### src/apid_pkg.sv
// Shared types, constants and register codes for the altitude PID thrust unit.
// Used by apid_mul, apid_div and the top level; depends on nothing else.
`default_nettype none

package apid_pkg;

    // Configuration port.
    localparam int GAIN_W     = 31;
    localparam int CFG_ADDR_W = 4;

    localparam logic [CFG_ADDR_W-1:0] REG_KP_POSITION      = 4'd0;
    localparam logic [CFG_ADDR_W-1:0] REG_KD_VELOCITY      = 4'd1;
    localparam logic [CFG_ADDR_W-1:0] REG_KI_POSITION      = 4'd2;
    localparam logic [CFG_ADDR_W-1:0] REG_MAX_ASCENT_RATE  = 4'd3;
    localparam logic [CFG_ADDR_W-1:0] REG_MAX_DESCENT_RATE = 4'd4;
    localparam logic [CFG_ADDR_W-1:0] REG_VEHICLE_MASS     = 4'd5;
    localparam logic [CFG_ADDR_W-1:0] REG_MIN_MOTOR_FORCE  = 4'd6;
    localparam logic [CFG_ADDR_W-1:0] REG_MAX_MOTOR_FORCE  = 4'd7;

    localparam logic [GAIN_W-1:0] RST_KP_POSITION      = 31'd0;
    localparam logic [GAIN_W-1:0] RST_KD_VELOCITY      = 31'd0;
    localparam logic [GAIN_W-1:0] RST_KI_POSITION      = 31'd0;
    localparam logic [GAIN_W-1:0] RST_MAX_ASCENT_RATE  = 31'd6553600;
    localparam logic [GAIN_W-1:0] RST_MAX_DESCENT_RATE = 31'd6553600;
    localparam logic [GAIN_W-1:0] RST_VEHICLE_MASS     = 31'd65536;
    localparam logic [GAIN_W-1:0] RST_MIN_MOTOR_FORCE  = 31'd0;
    localparam logic [GAIN_W-1:0] RST_MAX_MOTOR_FORCE  = 31'd6553600;

    // Shared multiplier: signed operand times unsigned gain, scaled by 2^-16.
    localparam int MUL_A_W     = 48;
    localparam int MUL_MAG_W   = 48;
    localparam int MUL_DIGIT_W = 16;
    localparam int MUL_DIGITS  = MUL_MAG_W / MUL_DIGIT_W;
    localparam int MUL_CNT_W   = 2;
    localparam int MUL_ACC_W   = MUL_MAG_W + GAIN_W;
    localparam int MUL_RES_W   = 62;

    // Serial divider for the tilt compensation.
    localparam int DIV_W      = 61;
    localparam int DIVISOR_W  = 15;
    localparam int DIV_CNT_W  = 6;
    localparam int TILT_SHIFT = 14;

    // Arithmetic constants.
    localparam logic signed [63:0] GRAVITY_Q16 = 64'sd642908;
    localparam logic [63:0]        SAT47       = 64'd140737488355327;
    localparam logic signed [63:0] FLOOR47     = -64'sd140737488355328;
    localparam logic [63:0]        SAT60       = 64'd1152921504606846976;

    // Division by ten as a multiplication by ceil(2^34 / 10).
    localparam logic [GAIN_W-1:0] RECIP10      = 31'h66666667;
    localparam int                MARGIN_LSB   = 18;
    localparam int                MARGIN_W     = 28;

    localparam logic signed [MUL_RES_W-1:0] OUT_MAX = 62'sd2147483647;
    localparam logic signed [MUL_RES_W-1:0] OUT_MIN = -62'sd2147483648;

    typedef enum logic [1:0] {
        MUL_IDLE,
        MUL_RUN,
        MUL_FIN
    } mul_state_t;

    typedef enum logic [0:0] {
        DIV_IDLE,
        DIV_RUN
    } div_state_t;

    typedef enum logic [3:0] {
        SEQ_IDLE,
        SEQ_PREP,
        SEQ_INT,
        SEQ_P,
        SEQ_D,
        SEQ_I,
        SEQ_MARG,
        SEQ_NUM,
        SEQ_DIV,
        SEQ_FORCE,
        SEQ_CLAMP,
        SEQ_OUT
    } seq_state_t;

endpackage

`default_nettype wire

### src/apid_mul.sv
// Shared multi-cycle multiplier: floor(a * g / 2^16), saturated to +-2^60.
// Depends on apid_pkg.
`default_nettype none

module apid_mul
    import apid_pkg::*;
(
    input  wire logic                        aclk,
    input  wire logic                        aresetn,
    input  wire logic                        start,
    input  wire logic signed [MUL_A_W-1:0]   op_a,
    input  wire logic [GAIN_W-1:0]           op_g,
    output logic                             done,
    output logic signed [MUL_RES_W-1:0]      result
);

    mul_state_t                 state_reg, state_next;
    logic [MUL_CNT_W-1:0]       cnt_reg, cnt_next;
    logic [MUL_MAG_W-1:0]       mag_reg, mag_next;
    logic                       neg_reg, neg_next;
    logic [GAIN_W-1:0]          g_reg, g_next;
    logic [MUL_ACC_W-1:0]       acc_reg, acc_next;
    logic signed [MUL_RES_W-1:0] res_reg, res_next;
    logic                       done_reg, done_next;

    logic signed [MUL_A_W-1:0]  a_neg;
    logic [MUL_DIGIT_W+GAIN_W-1:0] partial;
    logic [MUL_ACC_W-1:0]       acc_sum;
    logic [63:0]                q;
    logic [63:0]                q_sat;
    logic signed [MUL_RES_W-1:0] q_pos;

    // Control state.
    always_ff @(posedge aclk) begin
        if (!aresetn) begin
            state_reg <= MUL_IDLE;
            cnt_reg   <= '0;
            done_reg  <= 1'b0;
        end else begin
            state_reg <= state_next;
            cnt_reg   <= cnt_next;
            done_reg  <= done_next;
        end
    end

    // Operand and accumulator registers.
    always_ff @(posedge aclk) begin
        mag_reg <= mag_next;
        neg_reg <= neg_next;
        g_reg   <= g_next;
        acc_reg <= acc_next;
        res_reg <= res_next;
    end

    // One 16-bit digit of the magnitude per cycle, most significant first.
    always_comb begin
        a_neg   = -op_a;
        partial = mag_reg[MUL_MAG_W-1 -: MUL_DIGIT_W] * g_reg;
        acc_sum = {acc_reg[MUL_ACC_W-MUL_DIGIT_W-1:0], {MUL_DIGIT_W{1'b0}}}
                  + MUL_ACC_W'(partial);
        // Floor for negative operands rounds the magnitude up.
        q       = 64'(acc_reg[MUL_ACC_W-1:MUL_DIGIT_W])
                  + 64'(neg_reg && (acc_reg[MUL_DIGIT_W-1:0] != '0));
        q_sat   = (q > SAT60) ? SAT60 : q;
        q_pos   = $signed({1'b0, q_sat[MUL_RES_W-2:0]});
    end

    // Sequencer of the multiplier.
    always_comb begin
        state_next = state_reg;
        cnt_next   = cnt_reg;
        mag_next   = mag_reg;
        neg_next   = neg_reg;
        g_next     = g_reg;
        acc_next   = acc_reg;
        res_next   = res_reg;
        done_next  = 1'b0;
        case (state_reg)
            MUL_IDLE: begin
                if (start) begin
                    neg_next   = op_a[MUL_A_W-1];
                    mag_next   = op_a[MUL_A_W-1] ? a_neg : op_a;
                    g_next     = op_g;
                    acc_next   = '0;
                    cnt_next   = '0;
                    state_next = MUL_RUN;
                end
            end
            MUL_RUN: begin
                acc_next = acc_sum;
                mag_next = {mag_reg[MUL_MAG_W-MUL_DIGIT_W-1:0], {MUL_DIGIT_W{1'b0}}};
                cnt_next = cnt_reg + 1'b1;
                if (cnt_reg == MUL_CNT_W'(MUL_DIGITS - 1)) begin
                    state_next = MUL_FIN;
                end
            end
            MUL_FIN: begin
                res_next   = neg_reg ? -q_pos : q_pos;
                done_next  = 1'b1;
                state_next = MUL_IDLE;
            end
            default: begin
                state_next = MUL_IDLE;
            end
        endcase
    end

    assign done   = done_reg;
    assign result = res_reg;

endmodule

`default_nettype wire

### src/apid_div.sv
// Restoring serial divider, one quotient bit per cycle, unsigned operands.
// Depends on apid_pkg.
`default_nettype none

module apid_div
    import apid_pkg::*;
(
    input  wire logic                  aclk,
    input  wire logic                  aresetn,
    input  wire logic                  start,
    input  wire logic [DIV_W-1:0]      dividend,
    input  wire logic [DIVISOR_W-1:0]  divisor,
    output logic                       done,
    output logic [DIV_W-1:0]           quotient
);

    div_state_t             state_reg, state_next;
    logic [DIV_CNT_W-1:0]   cnt_reg, cnt_next;
    logic [DIV_W-1:0]       quo_reg, quo_next;
    logic [DIVISOR_W-1:0]   rem_reg, rem_next;
    logic [DIVISOR_W-1:0]   dsr_reg, dsr_next;
    logic                   done_reg, done_next;

    logic [DIVISOR_W:0]     trial;
    logic [DIVISOR_W:0]     trial_diff;
    logic                   fits;

    // Control state.
    always_ff @(posedge aclk) begin
        if (!aresetn) begin
            state_reg <= DIV_IDLE;
            cnt_reg   <= '0;
            done_reg  <= 1'b0;
        end else begin
            state_reg <= state_next;
            cnt_reg   <= cnt_next;
            done_reg  <= done_next;
        end
    end

    // Shift register holds the remaining dividend bits and the quotient bits.
    always_ff @(posedge aclk) begin
        quo_reg <= quo_next;
        rem_reg <= rem_next;
        dsr_reg <= dsr_next;
    end

    // One trial subtraction per cycle.
    always_comb begin
        trial      = {rem_reg, quo_reg[DIV_W-1]};
        trial_diff = trial - {1'b0, dsr_reg};
        fits       = (trial >= {1'b0, dsr_reg});
    end

    always_comb begin
        state_next = state_reg;
        cnt_next   = cnt_reg;
        quo_next   = quo_reg;
        rem_next   = rem_reg;
        dsr_next   = dsr_reg;
        done_next  = 1'b0;
        case (state_reg)
            DIV_IDLE: begin
                if (start) begin
                    quo_next   = dividend;
                    rem_next   = '0;
                    dsr_next   = divisor;
                    cnt_next   = '0;
                    state_next = DIV_RUN;
                end
            end
            DIV_RUN: begin
                quo_next = {quo_reg[DIV_W-2:0], fits};
                rem_next = fits ? trial_diff[DIVISOR_W-1:0] : trial[DIVISOR_W-1:0];
                cnt_next = cnt_reg + 1'b1;
                if (cnt_reg == DIV_CNT_W'(DIV_W - 1)) begin
                    done_next  = 1'b1;
                    state_next = DIV_IDLE;
                end
            end
            default: begin
                state_next = DIV_IDLE;
            end
        endcase
    end

    assign done     = done_reg;
    assign quotient = quo_reg;

endmodule

`default_nettype wire

### src/altitude_pid_thrust_unit.sv
// Altitude PID controller with feed-forward, producing a collective thrust command.
// Top level: sequencer and datapath; uses apid_pkg, apid_mul and apid_div.
//
// One beat in gives one beat out. An item is worked through in sequence on one
// shared multiplier (six products: integral increment, the P, D and I terms,
// the motor margin and the final mass scaling) and on a serial divider that
// produces one quotient bit per cycle for the tilt compensation. When the tilt
// cosine is zero or negative the divide and mass scaling are skipped. s_ready
// is low from acceptance until the result is in the output register. The
// output register lets the next beat be accepted while a result still waits.
// Configuration writes take effect at once and are meant for idle periods.
`default_nettype none

module altitude_pid_thrust_unit
    import apid_pkg::*;
(
    input  wire logic                    aclk,
    input  wire logic                    aresetn,

    input  wire logic                    cfg_we,
    input  wire logic [CFG_ADDR_W-1:0]   cfg_addr,
    input  wire logic [GAIN_W-1:0]       cfg_wdata,

    input  wire logic                    s_valid,
    output logic                         s_ready,
    input  wire logic signed [31:0]      s_target_altitude,
    input  wire logic signed [31:0]      s_target_climb,
    input  wire logic signed [31:0]      s_altitude_now,
    input  wire logic signed [31:0]      s_climb_now,
    input  wire logic signed [31:0]      s_accel_feedforward,
    input  wire logic signed [15:0]      s_tilt_cosine,
    input  wire logic [15:0]             s_time_step,

    output logic                         m_valid,
    input  wire logic                    m_ready,
    output logic signed [31:0]           m_collective_thrust,
    output logic                         m_thrust_saturated
);

    // Configuration registers.
    logic [GAIN_W-1:0] kp_reg, kd_reg, ki_reg, asc_reg, desc_reg;
    logic [GAIN_W-1:0] mass_reg, fmin_reg, fmax_reg;

    // Sequencer and item registers.
    seq_state_t                  state_reg, state_next;
    logic                        issued_reg, issued_next;
    logic signed [31:0]          tgt_alt_reg, tgt_alt_next;
    logic signed [31:0]          tgt_climb_reg, tgt_climb_next;
    logic signed [31:0]          alt_reg, alt_next;
    logic signed [31:0]          climb_reg, climb_next;
    logic signed [31:0]          ff_reg, ff_next;
    logic signed [15:0]          tilt_reg, tilt_next;
    logic [15:0]                 dt_reg, dt_next;
    logic signed [32:0]          perr_reg, perr_next;
    logic signed [32:0]          verr_reg, verr_next;
    logic signed [31:0]          mdiff_reg, mdiff_next;
    logic                        tilt_bad_reg, tilt_bad_next;
    logic signed [47:0]          integ_reg, integ_next;
    logic signed [63:0]          sum_reg, sum_next;
    logic signed [34:0]          lo_reg, lo_next;
    logic signed [34:0]          hi_reg, hi_next;
    logic [46:0]                 num_mag_reg, num_mag_next;
    logic                        num_neg_reg, num_neg_next;
    logic signed [MUL_A_W-1:0]   u1_reg, u1_next;
    logic signed [MUL_RES_W-1:0] thrust_reg, thrust_next;
    logic signed [31:0]          fin_thrust_reg, fin_thrust_next;
    logic                        fin_sat_reg, fin_sat_next;
    logic signed [31:0]          m_thrust_reg, m_thrust_next;
    logic                        m_sat_reg, m_sat_next;
    logic                        m_valid_reg, m_valid_next;

    // Shared units.
    logic                        mul_start, mul_done;
    logic signed [MUL_A_W-1:0]   mul_a;
    logic [GAIN_W-1:0]           mul_g;
    logic signed [MUL_RES_W-1:0] mul_res;
    logic                        div_start, div_done;
    logic [DIV_W-1:0]            div_quo;

    // Datapath helpers.
    logic signed [31:0]          climb_lo, climb_hi, climb_cmd;
    logic signed [31:0]          mdiff_neg;
    logic [30:0]                 mdiff_abs;
    logic signed [63:0]          res64;
    logic signed [63:0]          isum;
    logic signed [63:0]          nd;
    logic [63:0]                 nd_abs;
    logic signed [31:0]          marg_pos, marg;
    logic signed [32:0]          lo_sum, hi_sum;
    logic [46:0]                 q_mag;
    logic signed [MUL_A_W-1:0]   q_pos;
    logic signed [MUL_RES_W-1:0] lo_ext, hi_ext;
    logic signed [MUL_RES_W-1:0] t_bound;
    logic                        t_sat;
    logic signed [MUL_RES_W-1:0] t_out;
    logic                        t_out_sat;

    apid_mul u_mul (
        .aclk    (aclk),
        .aresetn (aresetn),
        .start   (mul_start),
        .op_a    (mul_a),
        .op_g    (mul_g),
        .done    (mul_done),
        .result  (mul_res)
    );

    apid_div u_div (
        .aclk     (aclk),
        .aresetn  (aresetn),
        .start    (div_start),
        .dividend ({num_mag_reg, {TILT_SHIFT{1'b0}}}),
        .divisor  (tilt_reg[DIVISOR_W-1:0]),
        .done     (div_done),
        .quotient (div_quo)
    );

    // Configuration register file; unknown indexes are ignored.
    always_ff @(posedge aclk) begin
        if (!aresetn) begin
            kp_reg   <= RST_KP_POSITION;
            kd_reg   <= RST_KD_VELOCITY;
            ki_reg   <= RST_KI_POSITION;
            asc_reg  <= RST_MAX_ASCENT_RATE;
            desc_reg <= RST_MAX_DESCENT_RATE;
            mass_reg <= RST_VEHICLE_MASS;
            fmin_reg <= RST_MIN_MOTOR_FORCE;
            fmax_reg <= RST_MAX_MOTOR_FORCE;
        end else if (cfg_we) begin
            case (cfg_addr)
                REG_KP_POSITION:      kp_reg   <= cfg_wdata;
                REG_KD_VELOCITY:      kd_reg   <= cfg_wdata;
                REG_KI_POSITION:      ki_reg   <= cfg_wdata;
                REG_MAX_ASCENT_RATE:  asc_reg  <= cfg_wdata;
                REG_MAX_DESCENT_RATE: desc_reg <= cfg_wdata;
                REG_VEHICLE_MASS:     mass_reg <= cfg_wdata;
                REG_MIN_MOTOR_FORCE:  fmin_reg <= cfg_wdata;
                REG_MAX_MOTOR_FORCE:  fmax_reg <= cfg_wdata;
                default: begin
                end
            endcase
        end
    end

    // Control state and the error integral.
    always_ff @(posedge aclk) begin
        if (!aresetn) begin
            state_reg   <= SEQ_IDLE;
            issued_reg  <= 1'b0;
            m_valid_reg <= 1'b0;
            integ_reg   <= '0;
        end else begin
            state_reg   <= state_next;
            issued_reg  <= issued_next;
            m_valid_reg <= m_valid_next;
            integ_reg   <= integ_next;
        end
    end

    // Payload registers.
    always_ff @(posedge aclk) begin
        tgt_alt_reg    <= tgt_alt_next;
        tgt_climb_reg  <= tgt_climb_next;
        alt_reg        <= alt_next;
        climb_reg      <= climb_next;
        ff_reg         <= ff_next;
        tilt_reg       <= tilt_next;
        dt_reg         <= dt_next;
        perr_reg       <= perr_next;
        verr_reg       <= verr_next;
        mdiff_reg      <= mdiff_next;
        tilt_bad_reg   <= tilt_bad_next;
        sum_reg        <= sum_next;
        lo_reg         <= lo_next;
        hi_reg         <= hi_next;
        num_mag_reg    <= num_mag_next;
        num_neg_reg    <= num_neg_next;
        u1_reg         <= u1_next;
        thrust_reg     <= thrust_next;
        fin_thrust_reg <= fin_thrust_next;
        fin_sat_reg    <= fin_sat_next;
        m_thrust_reg   <= m_thrust_next;
        m_sat_reg      <= m_sat_next;
    end

    // Arithmetic around the shared units.
    always_comb begin
        // Commanded climb rate limited to the ascent and descent speeds.
        climb_lo  = -$signed({1'b0, asc_reg});
        climb_hi  = $signed({1'b0, desc_reg});
        if (tgt_climb_reg < climb_lo) begin
            climb_cmd = climb_lo;
        end else if (tgt_climb_reg > climb_hi) begin
            climb_cmd = climb_hi;
        end else begin
            climb_cmd = tgt_climb_reg;
        end

        mdiff_neg = -mdiff_reg;
        mdiff_abs = mdiff_reg[31] ? mdiff_neg[30:0] : mdiff_reg[30:0];

        res64 = $signed({{(64-MUL_RES_W){mul_res[MUL_RES_W-1]}}, mul_res});
        isum  = res64 + $signed({{16{integ_reg[47]}}, integ_reg});

        // Gravity minus the control sum, kept as sign and saturated magnitude.
        nd     = GRAVITY_Q16 - sum_reg;
        nd_abs = nd[63] ? 64'(-nd) : 64'(nd);

        // Motor margin of one tenth of the range, truncated toward zero.
        marg_pos = $signed({4'b0, mul_res[MARGIN_LSB +: MARGIN_W]});
        marg     = mdiff_reg[31] ? -marg_pos : marg_pos;
        lo_sum   = $signed({2'b0, fmin_reg}) + $signed({marg[31], marg});
        hi_sum   = $signed({2'b0, fmax_reg}) - $signed({marg[31], marg});

        // Tilt-compensated acceleration, saturated to 47 bits of magnitude.
        q_mag = ({3'b0, div_quo} > SAT47) ? SAT47[46:0] : div_quo[46:0];
        q_pos = $signed({1'b0, q_mag});

        // Bound the thrust, then saturate it to the output width.
        lo_ext = $signed({{(MUL_RES_W-35){lo_reg[34]}}, lo_reg});
        hi_ext = $signed({{(MUL_RES_W-35){hi_reg[34]}}, hi_reg});
        if (tilt_bad_reg) begin
            t_bound = hi_ext;
            t_sat   = 1'b1;
        end else if (thrust_reg < lo_ext) begin
            t_bound = lo_ext;
            t_sat   = 1'b1;
        end else if (thrust_reg > hi_ext) begin
            t_bound = hi_ext;
            t_sat   = 1'b1;
        end else begin
            t_bound = thrust_reg;
            t_sat   = 1'b0;
        end
        if (t_bound > OUT_MAX) begin
            t_out     = OUT_MAX;
            t_out_sat = 1'b1;
        end else if (t_bound < OUT_MIN) begin
            t_out     = OUT_MIN;
            t_out_sat = 1'b1;
        end else begin
            t_out     = t_bound;
            t_out_sat = t_sat;
        end
    end

    // Operands of the shared multiplier for each step.
    always_comb begin
        case (state_reg)
            SEQ_INT: begin
                mul_a = $signed({{(MUL_A_W-33){perr_reg[32]}}, perr_reg});
                mul_g = {(GAIN_W-16)'(0), dt_reg};
            end
            SEQ_P: begin
                mul_a = $signed({{(MUL_A_W-33){perr_reg[32]}}, perr_reg});
                mul_g = kp_reg;
            end
            SEQ_D: begin
                mul_a = $signed({{(MUL_A_W-33){verr_reg[32]}}, verr_reg});
                mul_g = kd_reg;
            end
            SEQ_I: begin
                mul_a = integ_reg;
                mul_g = ki_reg;
            end
            SEQ_MARG: begin
                mul_a = $signed({(MUL_A_W-31)'(0), mdiff_abs});
                mul_g = RECIP10;
            end
            SEQ_FORCE: begin
                mul_a = u1_reg;
                mul_g = mass_reg;
            end
            default: begin
                mul_a = '0;
                mul_g = '0;
            end
        endcase
    end

    // Sequencer: next state and register updates.
    always_comb begin
        state_next      = state_reg;
        issued_next     = issued_reg;
        tgt_alt_next    = tgt_alt_reg;
        tgt_climb_next  = tgt_climb_reg;
        alt_next        = alt_reg;
        climb_next      = climb_reg;
        ff_next         = ff_reg;
        tilt_next       = tilt_reg;
        dt_next         = dt_reg;
        perr_next       = perr_reg;
        verr_next       = verr_reg;
        mdiff_next      = mdiff_reg;
        tilt_bad_next   = tilt_bad_reg;
        integ_next      = integ_reg;
        sum_next        = sum_reg;
        lo_next         = lo_reg;
        hi_next         = hi_reg;
        num_mag_next    = num_mag_reg;
        num_neg_next    = num_neg_reg;
        u1_next         = u1_reg;
        thrust_next     = thrust_reg;
        fin_thrust_next = fin_thrust_reg;
        fin_sat_next    = fin_sat_reg;
        m_thrust_next   = m_thrust_reg;
        m_sat_next      = m_sat_reg;
        m_valid_next    = m_valid_reg && !m_ready;
        mul_start       = 1'b0;
        div_start       = 1'b0;
        s_ready         = 1'b0;

        case (state_reg)
            SEQ_IDLE: begin
                s_ready = 1'b1;
                if (s_valid) begin
                    tgt_alt_next   = s_target_altitude;
                    tgt_climb_next = s_target_climb;
                    alt_next       = s_altitude_now;
                    climb_next     = s_climb_now;
                    ff_next        = s_accel_feedforward;
                    tilt_next      = s_tilt_cosine;
                    dt_next        = s_time_step;
                    state_next     = SEQ_PREP;
                end
            end
            SEQ_PREP: begin
                perr_next = $signed({tgt_alt_reg[31], tgt_alt_reg})
                            - $signed({alt_reg[31], alt_reg});
                verr_next = $signed({climb_cmd[31], climb_cmd})
                            - $signed({climb_reg[31], climb_reg});
                mdiff_next    = $signed({1'b0, fmax_reg}) - $signed({1'b0, fmin_reg});
                tilt_bad_next = tilt_reg[15] || (tilt_reg == '0);
                issued_next   = 1'b0;
                state_next    = SEQ_INT;
            end
            SEQ_INT: begin
                mul_start   = !issued_reg;
                issued_next = 1'b1;
                if (mul_done) begin
                    // Saturating accumulator of the position error.
                    if (isum > $signed(SAT47)) begin
                        integ_next = SAT47[47:0];
                    end else if (isum < FLOOR47) begin
                        integ_next = FLOOR47[47:0];
                    end else begin
                        integ_next = isum[47:0];
                    end
                    issued_next = 1'b0;
                    state_next  = SEQ_P;
                end
            end
            SEQ_P: begin
                mul_start   = !issued_reg;
                issued_next = 1'b1;
                if (mul_done) begin
                    sum_next    = res64 + $signed({{32{ff_reg[31]}}, ff_reg});
                    issued_next = 1'b0;
                    state_next  = SEQ_D;
                end
            end
            SEQ_D: begin
                mul_start   = !issued_reg;
                issued_next = 1'b1;
                if (mul_done) begin
                    sum_next    = sum_reg + res64;
                    issued_next = 1'b0;
                    state_next  = SEQ_I;
                end
            end
            SEQ_I: begin
                mul_start   = !issued_reg;
                issued_next = 1'b1;
                if (mul_done) begin
                    sum_next    = sum_reg + res64;
                    issued_next = 1'b0;
                    state_next  = SEQ_MARG;
                end
            end
            SEQ_MARG: begin
                mul_start   = !issued_reg;
                issued_next = 1'b1;
                if (mul_done) begin
                    lo_next     = $signed({lo_sum, 2'b00});
                    hi_next     = $signed({hi_sum, 2'b00});
                    issued_next = 1'b0;
                    state_next  = SEQ_NUM;
                end
            end
            SEQ_NUM: begin
                num_neg_next = nd[63];
                num_mag_next = (nd_abs > SAT47) ? SAT47[46:0] : nd_abs[46:0];
                issued_next  = 1'b0;
                // Tilt not positive: thrust goes straight to the upper bound.
                state_next   = tilt_bad_reg ? SEQ_CLAMP : SEQ_DIV;
            end
            SEQ_DIV: begin
                div_start   = !issued_reg;
                issued_next = 1'b1;
                if (div_done) begin
                    u1_next     = num_neg_reg ? -q_pos : q_pos;
                    issued_next = 1'b0;
                    state_next  = SEQ_FORCE;
                end
            end
            SEQ_FORCE: begin
                mul_start   = !issued_reg;
                issued_next = 1'b1;
                if (mul_done) begin
                    thrust_next = mul_res;
                    issued_next = 1'b0;
                    state_next  = SEQ_CLAMP;
                end
            end
            SEQ_CLAMP: begin
                fin_thrust_next = t_out[31:0];
                fin_sat_next    = t_out_sat;
                state_next      = SEQ_OUT;
            end
            SEQ_OUT: begin
                // Load the output register once the previous beat has gone.
                if (!m_valid_reg || m_ready) begin
                    m_thrust_next = fin_thrust_reg;
                    m_sat_next    = fin_sat_reg;
                    m_valid_next  = 1'b1;
                    state_next    = SEQ_IDLE;
                end
            end
            default: begin
                state_next = SEQ_IDLE;
            end
        endcase
    end

    assign m_valid             = m_valid_reg;
    assign m_collective_thrust = m_thrust_reg;
    assign m_thrust_saturated  = m_sat_reg;

endmodule

`default_nettype wire

### config.mk
export PLATFORM = sky130hd
export DESIGN_NAME = altitude_pid_thrust_unit
export DESIGN_NICKNAME = d
export VERILOG_FILES = /design/src/apid_pkg.sv /design/src/apid_mul.sv /design/src/apid_div.sv /design/src/altitude_pid_thrust_unit.sv
export SDC_FILE = /design/constraint.sdc
export NUM_CORES = 2
export LEC_CHECK = 0
export ABC_AREA = 1
export BUFFER_PORTS_ARGS = -buffer_cell sky130_fd_sc_hd__buf_2
export CAP_MARGIN = 20
export CORE_MARGIN = 4
export CORE_UTILIZATION = 40
export CTS_BUF_LIST = sky130_fd_sc_hd__clkbuf_16
export CTS_CLUSTER_DIAMETER = 150
export CTS_CLUSTER_SIZE = 25
export DETAILED_ROUTE_END_ITERATION = 10
export GPL_ROUTABILITY_DRIVEN = 0
export HOLD_SLACK_MARGIN = 0.03
export SLEW_MARGIN = 20
export SYNTH_ARGS = -nofsm -noshare
export SYNTH_HDL_FRONTEND = slang
export SYNTH_SLANG_ARGS = --single-unit
### constraint.sdc
create_clock -name aclk -period 18 [get_ports aclk]
set_input_delay 5.4 -clock aclk [delete_from_list [all_inputs] [get_ports aclk]]
set_output_delay 5.4 -clock aclk [all_outputs]
set_load 0.01 [all_outputs]
==> results.tsv <==
stage	metric	value	unit
status	outcome	complete, no violations	
final_layout	fillers	26800	
logic_synthesis	synthTopCellsByArea	edfxtp_1, nand2_1, fa_1, inv_1, ha_1	
worst_setup_path	critical_path.max_fanout	23	
cts	clk_pin_slew	0.11	ns
cts	cts_sinks	1272	
worst_setup_path	required	18.56	ns
route	detail_route.wl_per_cell	20.7	um
cts	cts_tree	done	
placement	dpl.cell_count	17300	
route	vias_per_cell	5.34	
final_layout	final-instance-count-excl-fill	17500	
logic_synthesis	synth_top_area_cell	edfxtp_1	
cts	clk_latency	0.81	ns
sta	report.final.slew_viol_count	0	
logic_synthesis	syn_avg_cell_area	7.57	um2
run	drv_cap	0	
worst_setup_path	slowest_delay	0.74	ns
floorplan	initial_core_util	40.3	%
route	met1_length	157000	um
route	wl_met3	28800	um
worst_setup_path	endpoint_kind	flop	
cts	cts_buffers	60	
global_route	grt_antenna_before_repair	18	
logic_synthesis	ys_ff_latch	1272	
cts	h-tree-depth	2	
logic_synthesis	ys_seq_area_share	33.4	%
sta	fin_crit	8.04	ns
final_layout	largest_register_ffs	79	
cts	cts_root_buffer	clkbuf_16	
cts	cts_resized	0	
sta	fin_ws	9.96	ns
sta	maxSlewHeadroom	15.1	%
route	vias	93300	
sta	finClkSkew	0.0985	ns
placement	io_buffers	266	
final_layout	nets	15300	
logic_synthesis	synth-async-reset-ratio	0	%
logic_synthesis	synth_edf_count	957	
floorplan	die_h	520	um
final_layout	drive_above_1_share	4.66	%
global_route	overflow	0	
final_layout	syn_to_final_growth	6.74	%
route	drtPass1Iterations	8	
final_layout	finish.utilization	43.0	%
sta	tns	0	ns
logic_synthesis	ys.flop_type	edfxtp_1	
route	wl_met2	155000	um
worst_setup_path	crit_slowest_cell	xnor2_2	
sta	max_slew.worst_pin.slew	1.26	ns
route	drtIter0Drc	10300	
floorplan	core_area	260000	um2
floorplan	io_pins	267	
floorplan	fp-row-count	187	
placement	dpl.hpwl	283000	um
logic_synthesis	synth_cell_types	70	
worst_setup_path	startpoint_type	flop	
cts	cts_setup_buffers	0	
global_route	grt_util_all_layers	25.8	%
worst_setup_path	cp.arrival	8.60	ns
route	drcViolationCount	0	
route	ant_nets	0	
sta	rsz0062_at_grt	false	
route	dr.max_layer_used	met5	
floorplan	die_w	520	um
sta	fmax	124	MHz
worst_setup_path	worstSetupPathType	reg -> reg	
floorplan	die-area	271000	um2
sta	hold_violations	0	
placement	place_ws	10.14	ns
cts	cts_max_path_buffers	3	
hold_path	hold_path.class	reg -> reg	
sta	finalSetupViolations	0	
sta	period_share	44.7	%
worst_setup_path	cp_common_cell	nand2_1	
logic_synthesis	syn_inst	13900	
global_route	grt_max_degree	145	
logic_synthesis	netlist.area_leader.share	27.4	%
global_route	grt_pass1_wl	540000	um
route	wl	361000	um
global_route	grt_pass1_vias	87400	
cts	cts.hold.buffers_added	0	
logic_synthesis	synth_area	105000	um2
logic_synthesis	yosys_warnings	0	
logic_synthesis	syn_nets	15200	
## layout make-up
| type | count | area, um2 | share of cell area, % |
|---|---|---|---|
| inverters | 2391 | 8970 | 8.01 |
| flip-flops and latches | 1272 | 35000 | 31.3 |
| multi-input cells | 9801 | 59400 | 53.1 |
| clock inverters | 53 | 363 | 0.324 |
| well taps | 3496 | 4370 | 3.91 |
| clock buffers | 61 | 1530 | 1.36 |
| repair buffers | 381 | 2260 | 2.02 |
| diodes | 9 | 22.5 | 0.0201 |
## cell families after synthesis
group	Yosys count	share of synthesized area, %
AOI/OAI and AO/OA	2521	13.4
muxes	30	0.286
and+or+nand+nor	5657	22.3
adders and majority gates	1131	16.7
xor gates and xnor gates	462	3.87
DFF	1272	33.4
buffers and inverters	2785	10.1
## critical path, delay by kind of cell, from the launching register on
kind | cells | cell delay, ns
AOI/OAI and AO/OA | 12 | 2.51
xor gates and xnor gates | 2 | 0.96
adders and majority gates | 4 | 1.05
buffers and inverters | 2 | 0.14
DFF | 1 | 0.34
and+or+nand+nor | 19 | 2.74
## metal layers
metal | vias up | GRT usage [%]
li1 | 45200 | -
met1 | 43600 | 36.1
met2 | 3806 | 39.7
met3 | 656 | 3.10
met4 | 2 | 12.6
met5 | - | 0
## synthesized netlist by cell type, drive strengths merged (313+ instances only)
cell and number:
fa 444, clkbuf 313, xor2 334, nand3 572
dfxtp 315, ha 687, edfxtp 957, nand2 3128
a21oi 1028, o21ai 956, inv 2381, nor2 1481
## cell usage in the layout (no fill, tap or decap), types with 38 or more instances in the layout
master     synthesis  routed
xnor2_1          128     127
dfxtp_1          315     314
o21a_1            59      59
nor4_1            39      39
a21boi_0          48      48
a21oi_1         1028    1026
ha_1             687     687
nand2_1         3108    3105
inv_1           2361    2400
a31oi_1          108     108
o21ai_0          924     924
nor3_1           142     141
nand4_1          183     183
nand3b_1          46      46
buf_4             11     110
xor2_1           332     332
o21bai_1          48      47
a221oi_1          70      70
a21o_1            38      38
nand3_1          540     539
clkbuf_16          0      61
buf_2             36     265
fa_1             444     444
edfxtp_1         957     957
nor2_1          1445    1431
## final timing paths
check | startpoint | to | slack (ns) | cells past startpoint
max | asc_reg[0] | verr_reg[32] | 9.96 | 39
min | fin_thrust_reg[23] | m_collective_thrust[23] | 0.42 | 0
max reg2reg | asc_reg[0] | verr_reg[32] | 9.96 | 39
min reg2reg | fin_thrust_reg[23] | m_collective_thrust[23] | 0.42 | 0
## stage by stage
stage               hold slack (ns)  instance area (um2)
floorplan                     0.400               105000
global placement              0.402               110000
detailed placement            0.407               110000
CTS                           0.418               112000
global route                  0.431               112000
finish                        0.425               112000
Power is not shown: default switching activity piles up to over one toggle a cycle in this logic, so the estimate is an artifact.
